### config.mk
export PLATFORM = sky130hd
export DESIGN_NAME = control_response_reassembler_unit
export DESIGN_NICKNAME = d
export VERILOG_FILES = /design/src/hdl/crr_pkg.sv /design/src/hdl/crr_front.sv /design/src/hdl/crr_back.sv /design/src/hdl/control_response_reassembler_unit.sv
export SDC_FILE = /design/constraint.sdc
export NUM_CORES = 1
export LEC_CHECK = 0
export ABC_AREA = 1
export BUFFER_PORTS_ARGS = -buffer_cell sky130_fd_sc_hd__buf_2
export CORE_ASPECT_RATIO = 0.5
export CORE_MARGIN = 3
export CORE_UTILIZATION = 65
export CTS_CLUSTER_SIZE = 28
export DETAILED_ROUTE_END_ITERATION = 7
export GPL_ROUTABILITY_DRIVEN = 0
export PLACE_DENSITY_LB_ADDON = 0.2
export SETUP_SLACK_MARGIN = 0.15
export SLEW_MARGIN = 20
export SYNTH_ARGS = -nofsm -noshare
export SYNTH_HDL_FRONTEND = slang
export SYNTH_HIERARCHICAL = 1
export SYNTH_SLANG_ARGS = --single-unit
export TNS_END_PERCENT = 100
### constraint.sdc
create_clock -name clk -period 12.55 [get_ports clk]
set_input_delay 1.255 -clock clk [delete_from_list [all_inputs] [get_ports clk]]
set_output_delay 1.255 -clock clk [all_outputs]
set_load 0.01 [all_outputs]
### src/hdl/crr_pkg.sv
// crr_pkg: types and constants of the control response reassembler.
// No dependencies; used by every module of the block.
package crr_pkg;

    localparam logic [1:0] OP_START   = 2'd0;
    localparam logic [1:0] OP_BYTE    = 2'd1;
    localparam logic [1:0] OP_TIMEOUT = 2'd2;
    localparam logic [1:0] OP_RXERR   = 2'd3;

    localparam logic [2:0] OUT_SUCCESS = 3'd0;
    localparam logic [2:0] OUT_TIMEOUT = 3'd1;
    localparam logic [2:0] OUT_RXERR   = 3'd2;
    localparam logic [2:0] OUT_SERVER  = 3'd3;
    localparam logic [2:0] OUT_LIMIT   = 3'd4;

    localparam logic CFG_SEQUENCE = 1'b0;
    localparam logic CFG_LIMIT    = 1'b1;

    localparam int HDR_LEN = 12;
    localparam logic [2:0] MODE_MASK    = 3'h7;
    localparam logic [2:0] CONTROL_MODE = 3'd6;
    localparam int RESP_BIT      = 7;
    localparam int SRV_FAULT_BIT = 6;
    localparam int FRAG_CONT_BIT = 5;
    localparam logic [7:0] LIMIT_RESET = 8'd16;

    localparam int QUEUE_DEPTH = 4;
    localparam int QUEUE_AW    = $clog2(QUEUE_DEPTH);

    typedef struct packed {
        logic        has_write;
        logic        has_report;
        logic [16:0] address;
        logic [7:0]  data;
        logic [2:0]  outcome;
        logic [7:0]  fragments;
        logic [4:0]  opcode;
        logic [15:0] status;
        logic [15:0] association;
        logic [16:0] length;
    } crr_rec_t;

endpackage

### src/hdl/crr_front.sv
// crr_front: parses datagram bytes and classifies each input transfer
// into a result record. Depends on crr_pkg.
module crr_front import crr_pkg::*;
(
    input  logic        clk,
    input  logic        rst_n,
    input  logic        accept,
    input  logic [1:0]  op,
    input  logic [7:0]  rx_byte,
    input  logic        end_of_datagram,
    input  logic        cfg_write,
    input  logic        cfg_index,
    input  logic [15:0] cfg_data,
    output logic        rec_valid,
    output crr_rec_t    rec
);

    localparam logic [1:0] PH_IDLE   = 2'd0;
    localparam logic [1:0] PH_HEADER = 2'd1;
    localparam logic [1:0] PH_ACCEPT = 2'd2;
    localparam logic [1:0] PH_DROP   = 2'd3;

    logic [1:0]  phase_reg, phase_next;
    logic [15:0] pos_reg, pos_next;
    logic [7:0]  hdr_reg [HDR_LEN];
    logic [7:0]  hdr_next [HDR_LEN];
    logic [7:0]  dg_reg, dg_next;
    logic [7:0]  frag_reg, frag_next;
    logic        seen_reg, seen_next;
    logic [16:0] ext_reg, ext_next;
    logic [4:0]  opc_reg, opc_next;
    logic [15:0] status_reg, status_next;
    logic [15:0] assoc_reg, assoc_next;
    logic [15:0] seq_reg;
    logic [7:0]  limit_reg;

    always_comb
    begin
        logic        ok;
        logic        server;
        logic [15:0] idx;
        logic [15:0] offs;
        logic [15:0] cnt;
        logic [16:0] addr;
        logic [2:0]  rep_code;
        logic        do_rep;

        phase_next  = phase_reg;
        pos_next    = pos_reg;
        hdr_next    = hdr_reg;
        dg_next     = dg_reg;
        frag_next   = frag_reg;
        seen_next   = seen_reg;
        ext_next    = ext_reg;
        opc_next    = opc_reg;
        status_next = status_reg;
        assoc_next  = assoc_reg;
        rec         = '0;
        do_rep      = 1'b0;
        rep_code    = OUT_SUCCESS;
        server      = 1'b0;
        ok          = 1'b0;
        offs        = {hdr_reg[8], hdr_reg[9]};
        cnt         = {hdr_reg[10], hdr_reg[11]};
        idx         = pos_reg - 16'(HDR_LEN);
        addr        = {1'b0, offs} + {1'b0, idx};

        if (accept)
        begin
            if (op == OP_START)
            begin
                phase_next  = PH_HEADER;
                pos_next    = '0;
                dg_next     = '0;
                frag_next   = '0;
                seen_next   = 1'b0;
                ext_next    = '0;
                opc_next    = '0;
                status_next = '0;
                assoc_next  = '0;
                if (limit_reg == 8'd0)
                begin
                    do_rep   = 1'b1;
                    rep_code = OUT_LIMIT;
                end
            end
            else if (phase_reg == PH_IDLE)
            begin
            end
            else if (op == OP_TIMEOUT)
            begin
                do_rep   = 1'b1;
                rep_code = seen_reg ? OUT_SUCCESS : OUT_TIMEOUT;
            end
            else if (op == OP_RXERR)
            begin
                do_rep   = 1'b1;
                rep_code = seen_reg ? OUT_SUCCESS : OUT_RXERR;
            end
            else
            begin
                if (pos_reg < 16'(HDR_LEN))
                begin
                    hdr_next[pos_reg[3:0]] = rx_byte;
                    if (pos_reg == 16'(HDR_LEN - 1) && phase_reg == PH_HEADER)
                    begin
                        ok = ((hdr_reg[0][2:0] & MODE_MASK) == CONTROL_MODE)
                            && ({hdr_reg[2], hdr_reg[3]} == seq_reg)
                            && hdr_reg[1][RESP_BIT];
                        if (ok)
                        begin
                            seen_next   = 1'b1;
                            opc_next    = hdr_reg[1][4:0];
                            status_next = {hdr_reg[4], hdr_reg[5]};
                            assoc_next  = {hdr_reg[6], hdr_reg[7]};
                            if (frag_reg != 8'hFF)
                                frag_next = frag_reg + 8'd1;
                            if (hdr_reg[1][SRV_FAULT_BIT])
                            begin
                                server   = 1'b1;
                                do_rep   = 1'b1;
                                rep_code = OUT_SERVER;
                            end
                            else
                            begin
                                phase_next = PH_ACCEPT;
                                if ({1'b0, offs} > ext_reg)
                                    ext_next = {1'b0, offs};
                            end
                        end
                        else
                        begin
                            phase_next = PH_DROP;
                        end
                    end
                end
                else if (phase_reg == PH_ACCEPT && pos_reg != 16'hFFFF)
                begin
                    if (idx < cnt)
                    begin
                        rec.has_write = 1'b1;
                        rec.address   = addr;
                        rec.data      = rx_byte;
                        if (addr + 17'd1 > ext_reg)
                            ext_next = addr + 17'd1;
                    end
                end
                if (!server)
                begin
                    if (pos_reg != 16'hFFFF)
                        pos_next = pos_reg + 16'd1;
                    if (end_of_datagram)
                    begin
                        pos_next = '0;
                        if (phase_next == PH_ACCEPT && !hdr_reg[1][FRAG_CONT_BIT])
                        begin
                            do_rep   = 1'b1;
                            rep_code = OUT_SUCCESS;
                        end
                        else
                        begin
                            if (dg_reg != 8'hFF)
                                dg_next = dg_reg + 8'd1;
                            if (dg_next >= limit_reg)
                            begin
                                do_rep   = 1'b1;
                                rep_code = seen_next ? OUT_SUCCESS : OUT_LIMIT;
                            end
                            else
                            begin
                                phase_next = PH_HEADER;
                            end
                        end
                    end
                end
            end

            if (do_rep)
            begin
                phase_next      = PH_IDLE;
                pos_next        = '0;
                rec.has_report  = 1'b1;
                rec.outcome     = rep_code;
                rec.fragments   = frag_next;
                rec.opcode      = opc_next;
                rec.status      = status_next;
                rec.association = assoc_next;
                rec.length      = (rep_code == OUT_SERVER) ? 17'd0 : ext_next;
            end
        end
        rec_valid = rec.has_write | rec.has_report;
    end

    always_ff @(posedge clk or negedge rst_n)
    begin
        if (!rst_n)
        begin
            phase_reg  <= PH_IDLE;
            pos_reg    <= '0;
            dg_reg     <= '0;
            frag_reg   <= '0;
            seen_reg   <= 1'b0;
            ext_reg    <= '0;
            opc_reg    <= '0;
            status_reg <= '0;
            assoc_reg  <= '0;
            seq_reg    <= '0;
            limit_reg  <= LIMIT_RESET;
        end
        else
        begin
            phase_reg  <= phase_next;
            pos_reg    <= pos_next;
            dg_reg     <= dg_next;
            frag_reg   <= frag_next;
            seen_reg   <= seen_next;
            ext_reg    <= ext_next;
            opc_reg    <= opc_next;
            status_reg <= status_next;
            assoc_reg  <= assoc_next;
            if (cfg_write)
            begin
                if (cfg_index == CFG_SEQUENCE)
                    seq_reg <= cfg_data;
                else
                    limit_reg <= cfg_data[7:0];
            end
        end
    end

    always_ff @(posedge clk)
    begin
        hdr_reg <= hdr_next;
    end

endmodule

### src/hdl/crr_back.sv
// crr_back: record queue and result unpacking; a record with a write
// and a report gives two result transfers. Depends on crr_pkg.
module crr_back import crr_pkg::*;
(
    input  logic        clk,
    input  logic        rst_n,
    input  logic        rec_valid,
    input  crr_rec_t    rec,
    output logic        full,
    output logic        empty,
    input  logic        pop,
    output logic        kind,
    output logic [16:0] write_address,
    output logic [7:0]  write_data,
    output logic [2:0]  outcome,
    output logic [7:0]  fragment_total,
    output logic [4:0]  reply_opcode,
    output logic [15:0] reply_status,
    output logic [15:0] reply_association,
    output logic [16:0] data_length,
    output logic        last_of_run
);

    crr_rec_t             mem_reg [QUEUE_DEPTH];
    logic [QUEUE_AW-1:0]  wr_reg, rd_reg;
    logic [QUEUE_AW:0]    count_reg;
    logic                 half_reg;
    crr_rec_t             head;
    logic                 show_write;
    logic                 take;
    logic                 advance;

    assign head       = mem_reg[rd_reg];
    assign empty      = (count_reg == '0);
    assign full       = (count_reg == (QUEUE_AW+1)'(QUEUE_DEPTH));
    assign show_write = head.has_write && !half_reg;
    assign take       = pop && !empty;
    assign advance    = take && !(show_write && head.has_report);

    always_comb
    begin
        kind              = !show_write;
        write_address     = show_write ? head.address : 17'd0;
        write_data        = show_write ? head.data : 8'd0;
        outcome           = show_write ? 3'd0 : head.outcome;
        fragment_total    = show_write ? 8'd0 : head.fragments;
        reply_opcode      = show_write ? 5'd0 : head.opcode;
        reply_status      = show_write ? 16'd0 : head.status;
        reply_association = show_write ? 16'd0 : head.association;
        data_length       = show_write ? 17'd0 : head.length;
        last_of_run       = !(show_write && head.has_report);
    end

    always_ff @(posedge clk or negedge rst_n)
    begin
        if (!rst_n)
        begin
            wr_reg    <= '0;
            rd_reg    <= '0;
            count_reg <= '0;
            half_reg  <= 1'b0;
        end
        else
        begin
            if (rec_valid)
                wr_reg <= wr_reg + 1'b1;
            if (advance)
                rd_reg <= rd_reg + 1'b1;
            count_reg <= count_reg + (QUEUE_AW+1)'(rec_valid) - (QUEUE_AW+1)'(advance);
            if (advance)
                half_reg <= 1'b0;
            else if (take)
                half_reg <= 1'b1;
        end
    end

    always_ff @(posedge clk)
    begin
        if (rec_valid)
            mem_reg[wr_reg] <= rec;
    end

endmodule

### src/hdl/control_response_reassembler_unit.sv
// control_response_reassembler_unit: top level of the control response
// reassembler. Depends on crr_pkg, crr_front and crr_back.
//
// channel  | handshake           | payload
// input    | push / full         | op, rx_byte, end_of_datagram
// result   | empty / pop         | kind .. last_of_run
// config   | cfg_write           | cfg_index, cfg_data
//
// One input transfer per cycle while full is low; the front classifies it in the cycle it is
// taken and writes any record that it gives into a four-entry queue.
// A record gives one or two result transfers, one per cycle while pop is high.
// full rises only when the queue holds four records; stalled results fill the queue and then stall the input.
// Reset clears the parser state, the counters and the queue.
module control_response_reassembler_unit import crr_pkg::*;
(
    input  logic        clk,
    input  logic        rst_n,
    input  logic        push,
    output logic        full,
    input  logic [1:0]  op,
    input  logic [7:0]  rx_byte,
    input  logic        end_of_datagram,
    output logic        empty,
    input  logic        pop,
    output logic        kind,
    output logic [16:0] write_address,
    output logic [7:0]  write_data,
    output logic [2:0]  outcome,
    output logic [7:0]  fragment_total,
    output logic [4:0]  reply_opcode,
    output logic [15:0] reply_status,
    output logic [15:0] reply_association,
    output logic [16:0] data_length,
    output logic        last_of_run,
    input  logic        cfg_write,
    input  logic        cfg_index,
    input  logic [15:0] cfg_data
);

    logic     rec_valid;
    crr_rec_t rec;

    crr_front u_front (
        .clk             (clk),
        .rst_n           (rst_n),
        .accept          (push && !full),
        .op              (op),
        .rx_byte         (rx_byte),
        .end_of_datagram (end_of_datagram),
        .cfg_write       (cfg_write),
        .cfg_index       (cfg_index),
        .cfg_data        (cfg_data),
        .rec_valid       (rec_valid),
        .rec             (rec)
    );

    crr_back u_back (
        .clk               (clk),
        .rst_n             (rst_n),
        .rec_valid         (rec_valid),
        .rec               (rec),
        .full              (full),
        .empty             (empty),
        .pop               (pop),
        .kind              (kind),
        .write_address     (write_address),
        .write_data        (write_data),
        .outcome           (outcome),
        .fragment_total    (fragment_total),
        .reply_opcode      (reply_opcode),
        .reply_status      (reply_status),
        .reply_association (reply_association),
        .data_length       (data_length),
        .last_of_run       (last_of_run)
    );

endmodule

==> flow_metrics.env, run 1 <==
export IMPL_worstSetupStartpoint="u_front/pos_reg[4]"
export IMPL_synthSimpleGateAreaFrac_pct=18.4
export IMPL_tightestPinTransition_ns=1.21
export IMPL_hold_class="reg -> reg"
export IMPL_min_from="u_front/limit_reg[3]"
export IMPL_p_switching_mw=2.05
export IMPL_synth_area_mm2=0.0285
export IMPL_cts_buffers=50
export IMPL_synthMuxAreaShare_pct=0.277
export IMPL_synth_area_leaders="edfxtp_1, dfrtp_1, nand2_1"
export IMPL_period_share_pct=50.8
export IMPL_cts_tree="built"
export IMPL_drt_iter0_markers=2587
export IMPL_setup_ws_ns=6.17
export IMPL_synthToLayoutAreaGrowth_pct=8.92
export IMPL_setup_viol=0
export IMPL_wl_per_cell_um=19.5
export IMPL_viasPerCell=5.89
export IMPL_ir_drop_uv=147
export IMPL_p_leak_nw=13.0
export IMPL_crit_path_start_kind="flip-flop"
export IMPL_avgSynthCellArea_um2=9.65
export IMPL_timing_fmax_mhz=157
export IMPL_core_mm2=0.0426
export IMPL_status="finished clean"
export IMPL_port_buffers=126
export IMPL_worstSetupPathType="reg -> reg"
export IMPL_synth_cells=2950
export IMPL_fin_skew_ns=0.0376
export IMPL_cts_setup_buffers=0
export IMPL_postSynthRegisterBits=580
export IMPL_fillCellCount=2957
export IMPL_grt_use_total_pct=30.5
export IMPL_tns_ns=0
export IMPL_synth_cell_type_count=54
export IMPL_rows=53
export IMPL_seq_power_share_pct=40.3
export IMPL_hold_buffers=0
export IMPL_ctsHtreeMaxLevel=2
export IMPL_die_width_um=302
export IMPL_final_common_cell="nand2_1"
export IMPL_ys_seq_area_share_pct=59.1
export IMPL_design_die_area_mm2=0.0465
export IMPL_utilization_pct=72.8
export IMPL_clkTransAtPathRegs_ns=0.07
export IMPL_yosysTopAreaCell="edfxtp_1"
export IMPL_grt_max_degree=113
export IMPL_fin_crit_ns=6.38
export IMPL_first_pass_iters=8
export IMPL_initial_core_util_pct=66.9
export IMPL_grt_pass1_wl_um=110000
export IMPL_p_sw_share_pct=36.2
export IMPL_synth_top_family_by_area="simple AND/OR/NAND/NOR gates"
export IMPL_crit_fanout=18
export IMPL_diodes=0
export IMPL_drive_above_1_share_pct=12.2
export IMPL_yosys_area_share_xor_xnor_pct=1.38
export IMPL_p_int_mw=3.62
export IMPL_synthAdderAreaFrac_pct=4.14
export IMPL_vias=21400
export IMPL_multiInputGateArea_mm2=0.00969
export IMPL_cts_buffer_depth=3
export IMPL_fp_dieH_um=154
export IMPL_rsz0062_at_grt="no"
export IMPL_cts_resized=0
export IMPL_clock_latency_ns=0.60
export IMPL_yosys_warnings=6
export IMPL_largest_reg_flops=368
export IMPL_drc=0
export IMPL_root_buffer="clkbuf_16"
export IMPL_post_place_ws_ns=5.92
export IMPL_synth_compound_area_share_pct=9.83
export IMPL_nets=3143
export IMPL_cts_sinks=580
export IMPL_hold_viol_final=0
export IMPL_synth_net_count=3076
export IMPL_comb_power_share_pct=31.8
export IMPL_final_max_slew_viol_count=0
export IMPL_synth_top_area_share_pct=48.4
export IMPL_dp_hpwl_um=45500
export IMPL_seq_area_mm2=0.0168
export IMPL_cap_violations=0
export IMPL_overflow=0
export IMPL_critPathMaxStageDelay_ns=0.69
export IMPL_critPathArrivalTime_ns=6.71
export IMPL_crit_slowest_cell="o311ai_0"
export IMPL_cp_required_ns=12.88
export IMPL_critPathMostFrequentCell="nand2_1"
export IMPL_antenna_left=0
export IMPL_drt_total_wl_um=71000
export IMPL_ios=127
export IMPL_antenna_found_initial=1
export IMPL_cp_end_kind="flip-flop"
export IMPL_power_per_cell_area_mw_per_mm2=183
export IMPL_clockPowerShare_pct=27.9
export IMPL_grt_pass1_vias=20100
export IMPL_reg2reg_from="u_front/pos_reg[4]"
export IMPL_layout_common_cells="nand2_1, edfxtp_1, nor2_1"
export IMPL_maxSlewHeadroom_pct=18.8
==> synth_stat cells, drive strengths merged <==
library cell / n
nand3b: 2
mux2: 7
inv: 348
xor2: 33
xnor2: 12
nor2: 441
o311ai: 1
clkinv: 3
clkbuf: 68
dfstp: 1
or2: 3
a21oi: 88
o2111ai: 2
o22ai: 66
a31oi: 1
o21a: 3
nor3: 22
o21ai: 295
ha: 91
and2: 6
nor4: 7
edfxtp: 459
nand3: 162
a211oi: 2
o211ai: 37
nor3b: 2
buf: 61
nand2: 560
fa: 2
nand4: 40
a21o: 1
and3: 2
o41ai: 1
nor2b: 1
dfrtp: 120
==> power groups by stage <==
stage / clock (mW) / sequential [mW] / combinational (mW)
5_1_grt: 1.68 / 2.29 / 1.99
3_3_place_gp: 0 / 2.31 / 1.75
4_1_cts: 1.60 / 2.28 / 1.80
6_report: 1.58 / 2.28 / 1.80
2_1_floorplan: 0 / 2.28 / 1.28
3_5_place_dp: 0 / 2.32 / 1.78
==> final timing paths <==
check | to | slack, ns | cells past startpoint
setup / recovery | u_back/mem_reg[0][1] | 6.17 | 28
hold / removal | u_front/limit_reg[3] | 0.50 | 2
setup reg to reg | u_back/mem_reg[0][1] | 6.17 | 28
hold reg to reg | u_front/limit_reg[3] | 0.50 | 2
max in group asynchronous | u_front/ext_reg[11] | 10.35 | 2
min in group asynchronous | u_front/assoc_reg[11] | 0.75 | 1
==> stage by stage <==
| step | area (µm²) | std cells | hold WS, ns | total power, mW |
|---|---|---|---|---|
| after global routing | 31000 | 3636 | 0.528 | 5.97 |
| after CTS | 31000 | 3636 | 0.494 | 5.68 |
| final | 31000 | 3636 | 0.497 | 5.67 |
| after global placement | 29300 | 3542 | 0.473 | 4.06 |
| after detailed placement | 29300 | 3542 | 0.481 | 4.10 |
| after floorplan | 28500 | 2950 | 0.453 | 3.55 |
==> worst max-delay path, delay by kind of cell (launching register included) <==
kind / cells / cell delay (ns)
simple gates: 20 / 3.37
compound gates: 3 / 1.06
fa+ha+maj: 2 / 0.70
flops: 1 / 0.49
buf+inv: 2 / 0.37
xor+xnor: 1 / 0.13
==> final cells by class <==
class | count | area share [%]
flip-flops and latches | 580 | 54.3
multi-input cells | 1890 | 31.3
clock buffers | 69 | 4.43
inverters | 351 | 4.29
repair buffers | 144 | 2.49
well taps | 577 | 2.33
clock inverters | 25 | 0.945
==> cell families (layout without fill, tap and decap cells) <==
kind of cell | count (synthesis) | count (layout)
mux | 7 | 7
xor+xnor | 45 | 45
fa+ha+maj | 93 | 93
simple gates | 1248 | 1248
flops | 580 | 580
buf+inv | 480 | 589
compound gates | 497 | 497
==> routing by layer <==
layer	track usage [%]	wire, µm	up-vias
met5	0	0	-
met4	7.51	1500	0
met3	6.50	7580	115
met2	46.9	31900	1057
met1	44.9	30000	10200
li1	-	-	10100
Note: power is estimated with default switching activity, not from simulation.
==> run 2: changes to the inputs <==
--- a/config.mk
+++ b/config.mk
@@ -9,7 +9,7 @@
 export BUFFER_PORTS_ARGS = -buffer_cell sky130_fd_sc_hd__buf_2
 export CORE_ASPECT_RATIO = 0.5
 export CORE_MARGIN = 3
-export CORE_UTILIZATION = 65
+export CORE_UTILIZATION = 62
 export CTS_CLUSTER_SIZE = 28
 export DETAILED_ROUTE_END_ITERATION = 7
 export GPL_ROUTABILITY_DRIVEN = 0
==> constraint.sdc (replaced) <==
create_clock -name clk -period 6.07 [get_ports clk]
set_input_delay 0.607 -clock clk [delete_from_list [all_inputs] [get_ports clk]]
set_output_delay 0.607 -clock clk [all_outputs]
set_load 0.01 [all_outputs]
==> run 2 against run 1 <==
Against the previous run: design area increased by 0.34%; critical endpoint is now u_back/mem_reg[3][2]; final cell count increased by 0.52%; wire length increased by 1.6%; critical path type unchanged; maximum frequency increased by 18%; via count increased by 0.42%.
==> flow_metrics.env, run 2 (synthesis results as in run 1) <==
export IMPL_ir_drop_uv=266
export IMPL_wl_per_cell_um=19.7
export IMPL_cts_buffer_depth=3
export IMPL_clock_latency_ns=0.61
export IMPL_die_width_um=309
export IMPL_fillCellCount=3279
export IMPL_port_buffers=126
export IMPL_finalInstanceArea_mm2=0.0311
export IMPL_r2r_setup_slack_ns=0.68
export IMPL_reg2reg_from="u_front/pos_reg[5]"
export IMPL_whs_endpoint="u_front/seq_reg[14]"
export IMPL_drc=0
export IMPL_tns_ns=0
export IMPL_hold_class="in -> reg"
export IMPL_status="finished clean"
export IMPL_rsz0062_at_grt="no"
export IMPL_overflow=0
export IMPL_worst_hold_path_num_cells=2
export IMPL_cp_required_ns=6.51
export IMPL_cts_tree="built"
export IMPL_cts_sinks=580
export IMPL_grt_max_degree=95
export IMPL_worstSetupStartpoint="u_front/pos_reg[5]"
export IMPL_rr_worst_depth=34
export IMPL_first_pass_iters=6
export IMPL_final_cells=3655
export IMPL_drt_total_wl_um=72100
export IMPL_drt_iter0_markers=2330
export IMPL_clkTransAtPathRegs_ns=0.07
export IMPL_hold_viol_final=0
export IMPL_setup_ws_ns=0.681
export IMPL_path_buf_inv=2
export IMPL_initial_core_util_pct=64.0
export IMPL_antenna_left=0
export IMPL_critPathArrivalTime_ns=5.83
export IMPL_grt_pass1_vias=20200
export IMPL_placed_area_mm2=0.0295
export IMPL_design_die_area_mm2=0.0487
export IMPL_ctsHtreeMaxLevel=2
export IMPL_root_buffer="clkbuf_16"
export IMPL_critPathMaxStageDelay_ns=0.47
export IMPL_cp_end_kind="flip-flop"
export IMPL_core_mm2=0.0445
export IMPL_cap_violations=0
export IMPL_fin_crit_ns=5.39
export IMPL_fin_skew_ns=0.0325
export IMPL_ios=127
export IMPL_p_leak_nw=13.0
export IMPL_antenna_found_initial=0
export IMPL_min_from="cfg_data[14]"
export IMPL_r2r_end="u_back/mem_reg[3][2]"
export IMPL_finalPower_mw=11.7
export IMPL_grt_pass1_wl_um=113000
export IMPL_drive_above_1_share_pct=12.7
export IMPL_maxSlewHeadroom_pct=19.8
export IMPL_crit_path_start_kind="flip-flop"
export IMPL_timing_fmax_mhz=186
export IMPL_rows=54
export IMPL_tightestPinTransition_ns=1.20
export IMPL_layout_common_cells="nand2_1, edfxtp_1, nor2_1"
export IMPL_setup_viol=0
export IMPL_post_place_ws_ns=0.565
export IMPL_cts_buffers=49
export IMPL_period_share_pct=88.8
export IMPL_viasPerCell=5.89
export IMPL_fp_dieH_um=158
export IMPL_critPathMostFrequentCell="nand2_1"
export IMPL_final_max_slew_viol_count=0
export IMPL_crit_fanout=14
export IMPL_worstSetupPathType="reg -> reg"
export IMPL_placed_cells=3562
export IMPL_cpLargestDelayFamily="simple AND/OR/NAND/NOR gates"
export IMPL_crit_slowest_cell="dfrtp_1"
export IMPL_largest_reg_flops=368
export IMPL_whs_ns=0.229
export IMPL_vias=21500
export IMPL_nets=3152
export IMPL_power_per_cell_area_mw_per_mm2=375
export IMPL_final_common_cell="nand2_1"
export IMPL_diodes=0
export IMPL_utilization_pct=70.0
export IMPL_synthToLayoutAreaGrowth_pct=9.28
export IMPL_grt_use_total_pct=29.9
export IMPL_dp_hpwl_um=46800
-- run 2: changes by cell type in the layout (fill, tap and decap cells not counted), moves of 2 or more --
cell        previous run  this run
a21oi_1               63        61
a21oi_2               25        27
buf_12                 0         6
buf_4                 18        20
bufinv_16              5         1
clkbuf_1              15        12
clkinv_2               9        13
clkinvlp_4             1         5
inv_2                 72        70
inv_4                  5         2
nor3_1                20        18
nor3_2                 1         3
-- run 2: how the worst max path moves through the flow --
stage | endpoint | slack (ns) | depth (start not counted)
5_1_grt | u_back/mem_reg[3][3] | 0.20 | 34
6_report | u_back/mem_reg[3][2] | 0.68 | 34
3_3_place_gp | u_back/mem_reg[2][3] | 0.79 | 34
3_5_place_dp | u_back/mem_reg[1][6] | 0.57 | 31
2_1_floorplan | u_back/mem_reg[1][0] | 0.99 | 24
4_1_cts | u_back/mem_reg[1][2] | 0.47 | 31
-- run 2: where the power goes --
part	internal, mW	switching [mW]	leakage, nW
Clock	1.63	1.45	0.770
Sequential	4.52	0.196	5.95
Combinational	1.16	2.70	6.31
-- run 2: routing by layer --
layer | wire length [µm] | GRT usage (%)
met5 | 0 | 0
met4 | 1540 | 6.80
met3 | 7990 | 6.88
met2 | 31600 | 46.1
met1 | 30900 | 43.9
-- run 2: worst reg2reg max path, delay by kind of cell (launching register included) --
family                     cells  cell delay [ns]
and+or+nand+nor               27             3.36
AOI/OAI and AO/OA              2             0.29
DFF                            1             0.47
buffers and inverters          2             0.28
xor gates and xnor gates       1             0.17
adders and majority gates      2             0.69
-- run 2: cell type report --
type	instances	area, µm²	area share (%)
clock buffers	66	1350	4.34
inverters	351	1340	4.30
multi-input cells	1890	9720	31.3
flip-flops and latches	580	16800	54.1
repair buffers	154	928	2.98
clock inverters	26	208	0.668
well taps	588	736	2.37
-- run 2: timing repair --
| action | 4_1_cts | 5_1_grt |
|---|---|---|
| setup buffers | 0 | 0 |
| setup endpoints to repair | 0 | 85 |
| hold buffers | 1 | 0 |
| gates resized for setup | 0 | 13 |
| hold endpoints to repair | 34 | 0 |
